$ cat src/rtl/core/sha256_pkg.sv
// SHA-256 package: widths, round constants and initial hash values.
// No dependencies; imported by the top level and the checker.
package sha256_pkg;

    localparam int DataW   = 8;
    localparam int WordW   = 32;
    localparam int BlkW    = 16;   // 32-bit words per block
    localparam int IdxW    = 4;
    localparam int RoundW  = 6;
    localparam int DigNumW = 3;
    localparam int LenW    = 64;

    typedef logic [WordW-1:0] word_t;

    function automatic word_t round_k(input logic [RoundW-1:0] t);
        word_t k;
        case (t)
            6'd0: k = 32'h428a2f98; 6'd1: k = 32'h71374491; 6'd2: k = 32'hb5c0fbcf;
            6'd3: k = 32'he9b5dba5; 6'd4: k = 32'h3956c25b; 6'd5: k = 32'h59f111f1;
            6'd6: k = 32'h923f82a4; 6'd7: k = 32'hab1c5ed5; 6'd8: k = 32'hd807aa98;
            6'd9: k = 32'h12835b01; 6'd10: k = 32'h243185be; 6'd11: k = 32'h550c7dc3;
            6'd12: k = 32'h72be5d74; 6'd13: k = 32'h80deb1fe; 6'd14: k = 32'h9bdc06a7;
            6'd15: k = 32'hc19bf174; 6'd16: k = 32'he49b69c1; 6'd17: k = 32'hefbe4786;
            6'd18: k = 32'h0fc19dc6; 6'd19: k = 32'h240ca1cc; 6'd20: k = 32'h2de92c6f;
            6'd21: k = 32'h4a7484aa; 6'd22: k = 32'h5cb0a9dc; 6'd23: k = 32'h76f988da;
            6'd24: k = 32'h983e5152; 6'd25: k = 32'ha831c66d; 6'd26: k = 32'hb00327c8;
            6'd27: k = 32'hbf597fc7; 6'd28: k = 32'hc6e00bf3; 6'd29: k = 32'hd5a79147;
            6'd30: k = 32'h06ca6351; 6'd31: k = 32'h14292967; 6'd32: k = 32'h27b70a85;
            6'd33: k = 32'h2e1b2138; 6'd34: k = 32'h4d2c6dfc; 6'd35: k = 32'h53380d13;
            6'd36: k = 32'h650a7354; 6'd37: k = 32'h766a0abb; 6'd38: k = 32'h81c2c92e;
            6'd39: k = 32'h92722c85; 6'd40: k = 32'ha2bfe8a1; 6'd41: k = 32'ha81a664b;
            6'd42: k = 32'hc24b8b70; 6'd43: k = 32'hc76c51a3; 6'd44: k = 32'hd192e819;
            6'd45: k = 32'hd6990624; 6'd46: k = 32'hf40e3585; 6'd47: k = 32'h106aa070;
            6'd48: k = 32'h19a4c116; 6'd49: k = 32'h1e376c08; 6'd50: k = 32'h2748774c;
            6'd51: k = 32'h34b0bcb5; 6'd52: k = 32'h391c0cb3; 6'd53: k = 32'h4ed8aa4a;
            6'd54: k = 32'h5b9cca4f; 6'd55: k = 32'h682e6ff3; 6'd56: k = 32'h748f82ee;
            6'd57: k = 32'h78a5636f; 6'd58: k = 32'h84c87814; 6'd59: k = 32'h8cc70208;
            6'd60: k = 32'h90befffa; 6'd61: k = 32'ha4506ceb; 6'd62: k = 32'hbef9a3f7;
            default: k = 32'hc67178f2;
        endcase
        return k;
    endfunction

    function automatic word_t init_hash(input logic [DigNumW-1:0] i);
        word_t h;
        case (i)
            3'd0: h = 32'h6a09e667; 3'd1: h = 32'hbb67ae85;
            3'd2: h = 32'h3c6ef372; 3'd3: h = 32'ha54ff53a;
            3'd4: h = 32'h510e527f; 3'd5: h = 32'h9b05688c;
            3'd6: h = 32'h1f83d9ab; default: h = 32'h5be0cd19;
        endcase
        return h;
    endfunction

    function automatic word_t rotr(input word_t x, input int n);
        return (x >> n) | (x << (WordW - n));
    endfunction

    localparam logic [DataW-1:0] PadByte = 8'h80;
    localparam int LenPos = 56;

endpackage

$ cat src/rtl/core/sha256_ram.sv
// Generic single-port-write, single-port-read RAM with registered read data.
// Depends on nothing.
module sha256_ram #(
    parameter int Width = 32,
    parameter int Depth = 16
) (
    input  logic                     aclk,
    input  logic                     wr_en,
    input  logic [$clog2(Depth)-1:0] wr_addr,
    input  logic [Width-1:0]         wr_data,
    input  logic [$clog2(Depth)-1:0] rd_addr,
    output logic [Width-1:0]         rd_data
);
    logic [Width-1:0] mem [Depth];

    always_ff @(posedge aclk) begin
        if (wr_en) begin
            mem[wr_addr] <= wr_data;
        end
        rd_data <= mem[rd_addr];
    end
endmodule

$ cat src/rtl/core/sha256_byte_stream_hasher_unit.sv
// SHA-256 byte stream hasher, top level: byte packing, padding, schedule and rounds.
// Depends on sha256_pkg and sha256_ram (the message schedule window).
//
//  channel | dir | tdata                    | tuser         | tlast
//  s_      | in  | [7:0] data_byte          | [0] byte_present | [0] message_end
//  m_      | out | [31:0] digest_word       | [2:0] word_number | [0] final_word
//
// An ordinary byte is packed into the current word; the 64th byte of a block
// starts a compression: each round reads the schedule window, then adds, and
// a final step folds the working vars into the chain. A beat marked last runs
// one or two padding blocks, each packed and compressed in the same way, then
// shows eight digest words on m_. Reset restores the initial hash values and
// clears the fill count and length. Input is held off while padding or a
// compression runs or the digest waits; m_tready stalls only output.
module sha256_byte_stream_hasher_unit
    import sha256_pkg::*;
(
    input  logic                     aclk,
    input  logic                     aresetn,
    input  logic                     s_tvalid,
    output logic                     s_tready,
    input  logic [sha256_pkg::DataW-1:0] s_tdata,   // [7:0] data_byte
    input  logic                     s_tuser,       // [0] byte_present
    input  logic                     s_tlast,       // message_end
    output logic                     m_tvalid,
    input  logic                     m_tready,
    output logic [sha256_pkg::WordW-1:0] m_tdata,   // [31:0] digest_word
    output logic [sha256_pkg::DigNumW-1:0] m_tuser, // [2:0] word_number
    output logic                     m_tlast        // final_word
);
    localparam logic [2:0] StIdle = 3'd0;
    localparam logic [2:0] StPad  = 3'd1;   // append padding bytes
    localparam logic [2:0] StRead = 3'd2;   // schedule reads in flight
    localparam logic [2:0] StCalc = 3'd3;   // round arithmetic and write back
    localparam logic [2:0] StFin  = 3'd4;   // add working vars into chain
    localparam logic [2:0] StOut  = 3'd5;

    logic [2:0]  state_reg, state_next;
    word_t       h_reg [8];
    word_t       v_reg [8];
    word_t       pack_reg;        // bytes being assembled into a word
    logic [5:0]  fill_reg;        // bytes in current block
    logic [63:0] bits_reg;
    logic [RoundW-1:0] round_reg;
    logic        last_reg;        // padding requested, digest follows block
    logic        lenb_reg;        // length goes in this block
    logic [2:0]  onum_reg;
    logic        mid_reg;         // 0x80 appended: later pad bytes are zero/length

    // schedule RAM: four read phases would be slow; use four RAM copies
    // so w[t-2], w[t-7], w[t-15], w[t-16] read together.
    logic        wr_en;
    logic [IdxW-1:0] wr_addr;
    word_t       wr_data;
    logic [IdxW-1:0] ra [4];
    word_t       rd [4];

    for (genvar g = 0; g < 4; g++) begin : g_sched
        sha256_ram #(.Width(WordW), .Depth(BlkW)) u_ram (
            .aclk(aclk), .wr_en(wr_en), .wr_addr(wr_addr), .wr_data(wr_data),
            .rd_addr(ra[g]), .rd_data(rd[g])
        );
    end

    // byte to insert this cycle
    logic        put_en;
    logic [7:0]  put_byte;
    logic        s_fire;
    assign s_tready = (state_reg == StIdle);
    assign s_fire   = s_tvalid && s_tready;

    always_comb begin
        put_en   = 1'b0;
        put_byte = s_tdata;
        if (s_fire && s_tuser) begin
            put_en = 1'b1;
        end else if (state_reg == StPad) begin
            put_en = 1'b1;
            if (!mid_reg) begin
                put_byte = PadByte;
            end else if (lenb_reg && fill_reg >= 6'(LenPos)) begin
                put_byte = bits_reg[6'(63 - 8 * int'(fill_reg[2:0])) -: 8];
            end else begin
                put_byte = '0;
            end
        end
    end

    // round arithmetic on registered RAM data
    word_t w_t, s0, s1, t1, t2, big0, big1, ch, maj;
    always_comb begin
        s0 = rotr(rd[2], 7) ^ rotr(rd[2], 18) ^ (rd[2] >> 3);
        s1 = rotr(rd[0], 17) ^ rotr(rd[0], 19) ^ (rd[0] >> 10);
        w_t = (round_reg < 6'd16) ? rd[3] : rd[3] + s0 + rd[1] + s1;
        big1 = rotr(v_reg[4], 6) ^ rotr(v_reg[4], 11) ^ rotr(v_reg[4], 25);
        ch   = (v_reg[4] & v_reg[5]) ^ (~v_reg[4] & v_reg[6]);
        t1   = v_reg[7] + big1 + ch + round_k(round_reg) + w_t;
        big0 = rotr(v_reg[0], 2) ^ rotr(v_reg[0], 13) ^ rotr(v_reg[0], 22);
        maj  = (v_reg[0] & v_reg[1]) ^ (v_reg[0] & v_reg[2]) ^ (v_reg[1] & v_reg[2]);
        t2   = big0 + maj;
    end

    logic [7:0] put_word_b;
    assign put_word_b = put_byte;
    always_comb begin
        ra[0] = IdxW'(round_reg - 6'd2);
        ra[1] = IdxW'(round_reg - 6'd7);
        ra[2] = IdxW'(round_reg - 6'd15);
        ra[3] = IdxW'(round_reg);
        wr_en   = 1'b0;
        wr_addr = fill_reg[5:2];
        wr_data = {pack_reg[23:0], put_word_b};
        if (put_en && fill_reg[1:0] == 2'd3) begin
            wr_en = 1'b1;
        end else if (state_reg == StCalc) begin
            wr_en   = 1'b1;
            wr_addr = IdxW'(round_reg);
            wr_data = w_t;
        end
    end

    always_comb begin
        state_next = state_reg;
        case (state_reg)
            StIdle: if (s_fire) begin
                if (s_tuser && fill_reg == 6'd63) state_next = StRead;
                else if (s_tlast) state_next = StPad;
            end
            StPad: if (fill_reg == 6'd63) state_next = StRead;
            StRead: state_next = StCalc;
            StCalc: state_next = (round_reg == 6'd63) ? StFin : StRead;
            StFin: begin
                if (!last_reg) state_next = StIdle;
                else if (lenb_reg) state_next = StOut;
                else state_next = StPad;
            end
            StOut: if (m_tready && onum_reg == 3'd7) state_next = StIdle;
            default: state_next = StIdle;
        endcase
    end

    always_ff @(posedge aclk) begin
        if (!aresetn) begin
            state_reg <= StIdle;
            fill_reg  <= '0;
            bits_reg  <= '0;
            round_reg <= '0;
            last_reg  <= 1'b0;
            lenb_reg  <= 1'b0;
            mid_reg   <= 1'b0;
            onum_reg  <= '0;
            for (int i = 0; i < 8; i++) h_reg[i] <= init_hash(3'(i));
        end else begin
            state_reg <= state_next;
            if (put_en) begin
                pack_reg <= {pack_reg[23:0], put_byte};
                fill_reg <= fill_reg + 6'd1;
                // after the 0x80, later pad bytes are zero/length
                if (state_reg == StPad) begin
                    mid_reg <= 1'b1;
                    // length goes in this block only if 0x80 left room
                    if (!mid_reg) lenb_reg <= (fill_reg < 6'(LenPos));
                end
            end
            if (s_fire) begin
                if (s_tuser) bits_reg <= bits_reg + 64'd8;
                last_reg <= s_tlast;
                mid_reg  <= 1'b0;
            end
            if (state_reg == StPad && fill_reg == 6'd63) begin
                round_reg <= '0;
                for (int i = 0; i < 8; i++) v_reg[i] <= h_reg[i];
            end
            if (state_reg == StIdle && s_fire && s_tuser && fill_reg == 6'd63) begin
                round_reg <= '0;
                for (int i = 0; i < 8; i++) v_reg[i] <= h_reg[i];
            end
            if (state_reg == StCalc) begin
                round_reg <= round_reg + 6'd1;
                v_reg[7] <= v_reg[6]; v_reg[6] <= v_reg[5]; v_reg[5] <= v_reg[4];
                v_reg[4] <= v_reg[3] + t1;
                v_reg[3] <= v_reg[2]; v_reg[2] <= v_reg[1]; v_reg[1] <= v_reg[0];
                v_reg[0] <= t1 + t2;
            end
            if (state_reg == StFin) begin
                for (int i = 0; i < 8; i++) h_reg[i] <= h_reg[i] + v_reg[i];
                if (last_reg && !lenb_reg) begin
                    // second pad block: zeros then length
                    lenb_reg <= 1'b1;
                end
                onum_reg <= '0;
            end
            if (state_reg == StOut && m_tready) begin
                onum_reg <= onum_reg + 3'd1;
                if (onum_reg == 3'd7) begin
                    for (int i = 0; i < 8; i++) h_reg[i] <= init_hash(3'(i));
                    bits_reg <= '0;
                    fill_reg <= '0;
                    last_reg <= 1'b0;
                    lenb_reg <= 1'b0;
                    mid_reg  <= 1'b0;
                end
            end
        end
    end

    assign m_tvalid = (state_reg == StOut);
    assign m_tdata  = h_reg[onum_reg];
    assign m_tuser  = onum_reg;
    assign m_tlast  = (onum_reg == 3'd7);
endmodule

$ cat config.mk
export PLATFORM = sky130hd
export DESIGN_NAME = sha256_byte_stream_hasher_unit
export DESIGN_NICKNAME = d
export VERILOG_FILES = /design/src/rtl/core/sha256_pkg.sv /design/src/rtl/core/sha256_ram.sv /design/src/rtl/core/sha256_byte_stream_hasher_unit.sv
export SDC_FILE = /design/constraint.sdc
export NUM_CORES = 2
export LEC_CHECK = 0
export BUFFER_PORTS_ARGS = -buffer_cell sky130_fd_sc_hd__buf_4
export CAP_MARGIN = 20
export CORE_ASPECT_RATIO = 1.5
export CORE_MARGIN = 3
export CORE_UTILIZATION = 30
export DETAILED_ROUTE_END_ITERATION = 16
export GPL_TIMING_DRIVEN = 0
export REMOVE_ABC_BUFFERS = 1
export SLEW_MARGIN = 20
export SYNTH_ARGS = -nofsm -noshare
export SYNTH_HDL_FRONTEND = slang
export SYNTH_MEMORY_MAX_BITS = 65536
export SYNTH_SLANG_ARGS = --single-unit
$ cat constraint.sdc
create_clock -name aclk -period 13.2 [get_ports aclk]
set_input_delay 0.66 -clock aclk [delete_from_list [all_inputs] [get_ports aclk]]
set_output_delay 0.66 -clock aclk [all_outputs]
set_load 0.005 [all_outputs]
# Word-level counts from Yosys, hierarchy flattened
# Memory sizes are Yosys's and may differ from the RTL's. A register that Yosys moved wholly into a read port is not among the register bits.
# Cells that the tools add are included.
# Widths: inputs -> output; s select.
# word_totals
input_bits	14
mem_bits_ro	2048
ram_bits	2560
register_bits	109
memories	7
# memory_table
memory	depth	word_bits	rd	rd_clocked_by_memory_dff	wr	line	source
(name not given)	64	32	1	1	0	sha256_pkg.sv:17	case (t)
g_sched[0].u_ram.mem	16	32	1	1	1	sha256_ram.sv:14	logic [Width-1:0] mem [Depth];
g_sched[1].u_ram.mem	16	32	1	1	1	sha256_ram.sv:14	
g_sched[2].u_ram.mem	16	32	1	1	1	sha256_ram.sv:14	
g_sched[3].u_ram.mem	16	32	1	1	1	sha256_ram.sv:14	
h_reg	8	32	9	1	8	sha256_byte_stream_hasher_unit.sv:39	word_t h_reg [8];
+1 memories	-	-	-	-	-	-	
# op_classes
n_mux	135
n_shift	1
n_reduce_logical	18
eq_ne	13
n_lt_le_gt_ge	3
n_bitwise	59
n_addsub	26
# ops
operator	n
$mux 32	67
$add 32x32->32	18
$xor 32x32->32	9
$mux 64	4
$and 32x32->32	5
$shiftx 71x6->8	1
$add 64x4->64 const B	1
$mux 6	8
$mux 1	37
$mux 3	12
$mux 8	4
$not 32->32	1
$or 1x1->1	32
$or 10x32->32	1
$or 13x32->32	1
$or 14x32->32	1
$or 15x32->32	1
$or 19x32->32	1
$or 21x32->32	1
$or 25x32->32	1
$or 26x32->32	1
$or 30x32->32	1
$or 7x32->32	1
$xor 32x22->32	1
other kinds (27)	45

# Depth between registers and ports, before layout
# depth
ltp_word	10
mapped_depth	49
ltp_nobuf	49

# Modules after synthesis
# Synthesis repeated with hierarchy kept, for this count alone.
# unflattened
hier_cells	9547
hier_area_um2	133738.3
# modules_own_cells
module	seq_area_each_um2	area_each_um2	instances	cells_per_inst
sha256_byte_stream_hasher_unit	16515.8	54359.6	1	6195
sha256_ram at g_sched[2].u_ram ...	16015.4	19854.0	2	838
sha256_ram at g_sched[0].u_ram ...	16015.4	19835.3	2	838

# Worst setup path after synthesis
# No wires, ideal clock.
# synth_path
kind	input-to-reg
start	input aresetn
end	memory v_reg[0][0] (netlist bit) (enable)
setup_slack_ns	3.004
arrival_time_ns	9.450
path_stages	5
t_required_ns	12.454
path_cell_list	clkbuf_1 > clkbuf_1 > inv_1 > clkbuf_1 > nor2_1
# synth_lines
item	line	source
start, declared	sha256_byte_stream_hasher_unit.sv:19	input logic aresetn,
end, declared	sha256_byte_stream_hasher_unit.sv:40	word_t v_reg [8];

==> run_results.csv <==
group,metric,value,unit
run_status,status,"complete, no violations",
synthesis,yosysTopAreaCellShare,0.331,
layout,multi_input_area,46200,µm²
route,drtIter0Drc,5266,
clock_network,cts_max_path_buffers,3,
clock_network,post_cts_buffers,0,
worst_hold_path,hold_path.class,"in -> reg",
floorplanning,die_area,284000,µm²
route,drt-wirelength-per-cell,26.0,µm
layout,nets,7496,
synthesis,synth.area.top_cells,"edfxtp_1, mux4_2, dfxtp_1, ha_1, fa_1",
setup_path,path_class,"reg -> reg",
setup_path,end_kind,"flop",
placement,io_buffers,51,
setup_path,worstSetupStartpointType,"flop",
timing,setup_viol,0,
job,maxCapViolCount,0,
setup_path,critPathArrivalTime,12.81,ns
global_routing,grt_max_degree,80,
synthesis,synth_edf_count,920,
timing,setup_ws,0.943,ns
synthesis,synth_area,83400,µm²
route,ant_nets,0,
clock_network,hold_buffers,0,
timing,min_period,12.26,ns
clock_network,cts_tree,"yes",
timing,timing.hold.ws,0.114,ns
synthesis,synth.distinct_cells,101,
synthesis,async_flop_share,0,
route,vias_per_cell,5.52,
route,drt_wl_total,278000,µm
clock_network,clk_pin_slew,0.07,ns
layout,seq_area,34500,µm²
layout,largest_register_ffs,512,
timing,finalHoldViolations,0,
floorplanning,initial_utilization,0.302,
global_routing,grt_pass1_vias,60900,
synthesis,ys_warn_count,0,
timing,rsz0062_at_grt,"false",
power,p_leak,0.0339,µW
global_routing,grt-ovfl-total,0,
setup_path,slowest_delay,0.80,ns
clock_network,clkSinkCount,1261,
setup_path,crit_fanout,5,
synthesis,yosys_register_bits,1261,
synthesis,syn-mean-instance-area,12.0,µm²
floorplanning,die_x,436,µm
layout,syn2layout_area_growth,14.2,%
clock_network,clock_latency,0.84,ns
synthesis,yosys.area.top_type,"edfxtp_1",
timing,max_freq,81.6,MHz
clock_network,cts_resized,0,
layout,layout-drive-gt1-share,0.194,
timing,skew,0.0392,ns
clock_network,root_buffer,"clkbuf_16",
power,ir_drop,0.0000903,V
setup_path,crit_required,13.76,ns
placement,pre_cts_ws,1.36,ns
floorplanning,core,276000,µm²
timing,slew_headroom,0.124,
route,drt_pass1_iterations,8,
placement,place_congestion,0.946,
floorplanning,die_height,652,µm
clock_network,cts_buffers,142,
synthesis,synthCells,6949,
layout,n_fill_cell,26700,
timing,worstMarginPinSlew,1.30,ns
placement,dp_hpwl,212000,µm
timing,slew_viol_final,0,
synthesis,synth_flop_cell,"edfxtp_1",
synthesis,yosysMostFrequentCell,"edfxtp_1",
global_routing,grt_pass1_wl,406000,µm
power,p_per_area,93.8,nW/µm²
setup_path,cp_slowest_cell,"xnor2_1",
synthesis,synth.top_cells.by_count,"edfxtp_1, mux4_2, nand2_1",
route,vias,59100,
route,drcViolationCount,0,
clock_network,h-tree-depth,4,
global_routing,antenna_found_initial,4,
floorplanning,fp-row-count,236,
global_routing,grtUsageTotal,0.192,
timing,fin_crit_sh,0.929,
synthesis,ys_seq_area_frac,0.413,
floorplanning,ios,52,
==> worst paths after layout <==
check | start | endpoint | slack (ns) | cells after the start
max | g_sched[0].u_ram.rd_data[21] | v_reg[0][31] | 0.94 | 47
min | s_tlast | last_reg | 0.11 | 3
max reg2reg | g_sched[0].u_ram.rd_data[21] | v_reg[0][31] | 0.94 | 47
min reg2reg | pack_reg[8] | pack_reg[16] | 0.46 | 0
==> power by group <==
group	internal, µW	total [µW]	switching, µW
Clock	2460	4250	1790
Combinational	154	388	233
Sequential	4260	4290	31.4
Total	6880	8930	2060
==> layout make-up <==
cell class,instances,share of cell area
Clock inverter,81,0.0113
Sequential cell,1261,0.362
Antenna cell,2,0.0000526
Clock buffer,183,0.0410
Multi-Input combinational cell,4876,0.485
Timing Repair Buffer,176,0.0347
Inverter,435,0.0173
Tap cell,3689,0.0485
==> stage by stage <==
stage          TNS [ns]  power [µW]  instance area, µm²  std cells  utilization
6_report              0        8930               95200      10700        0.345
5_1_grt               0        9200               95200      10700        0.345
4_1_cts               0        9010               95200      10700        0.345
3_5_place_dp          0        4760               90200      10400        0.327
3_3_place_gp   -7396.27        4750               86900      10300        0.315
2_1_floorplan  -2008.82        4620               81900       6572            -
==> routing by layer <==
layer | wire, µm | share of wire | global-route usage
met1 | 93500 | 0.34 | 0.197
met2 | 147000 | 0.53 | 0.354
met3 | 13800 | 0.050 | 0.0259
met4 | 24200 | 0.087 | 0.142
met5 | 13 | 0.000047 | 0
==> layout by cell type, fill, tap and decap left out, types with 18 or more instances in the layout <==
cell type	netlist	final
dfxtp_1	341	334
mux2_2	274	274
inv_1	431	427
edfxtp_1	920	920
o211ai_1	47	47
xnor2_1	395	395
mux4_2	582	582
nand2b_1	70	70
clkbuf_16	0	146
a21oi_1	421	420
o21ai_0	378	376
and2_1	18	18
a21o_1	187	187
o21bai_1	52	52
a211oi_1	39	39
clkbuf_1	278	25
buf_16	0	68
nor3_1	76	75
ha_1	395	393
a211o_1	21	21
a221oi_1	20	20
o21a_1	54	54
o21ai_1	40	40
and3_1	29	28
nand4_1	33	33
buf_4	2	57
fa_1	195	195
nand3_1	100	99
buf_12	0	50
nor2_1	366	345
nor2_4	1	22
xor2_1	198	195
nand2_1	486	482
a31oi_1	54	52
o31ai_1	20	20
or3_1	33	32
nor2b_1	46	46
==> critical path: cells and delay by family, from the launching register on <==
family / cells / cell delay, ns
compound gates: 21 / 4.94
fa+ha+maj: 9 / 3.80
xor+xnor: 5 / 1.68
simple gates: 6 / 0.67
flops: 1 / 0.44
buf+inv: 6 / 0.42
==> logic make-up (layout without fill, tap and decap cells) <==
kind of cell	after synthesis	after routing	share of synthesized area
simple gates	1314	1314	0.0713
mux	869	869	0.196
fa+ha+maj	595	595	0.107
buf+inv	812	875	0.0373
xor+xnor	596	596	0.0630
other cells	0	2	0
compound gates	1502	1502	0.113
flops	1261	1261	0.413
Note: power is estimated with default switching activity, not from simulation.
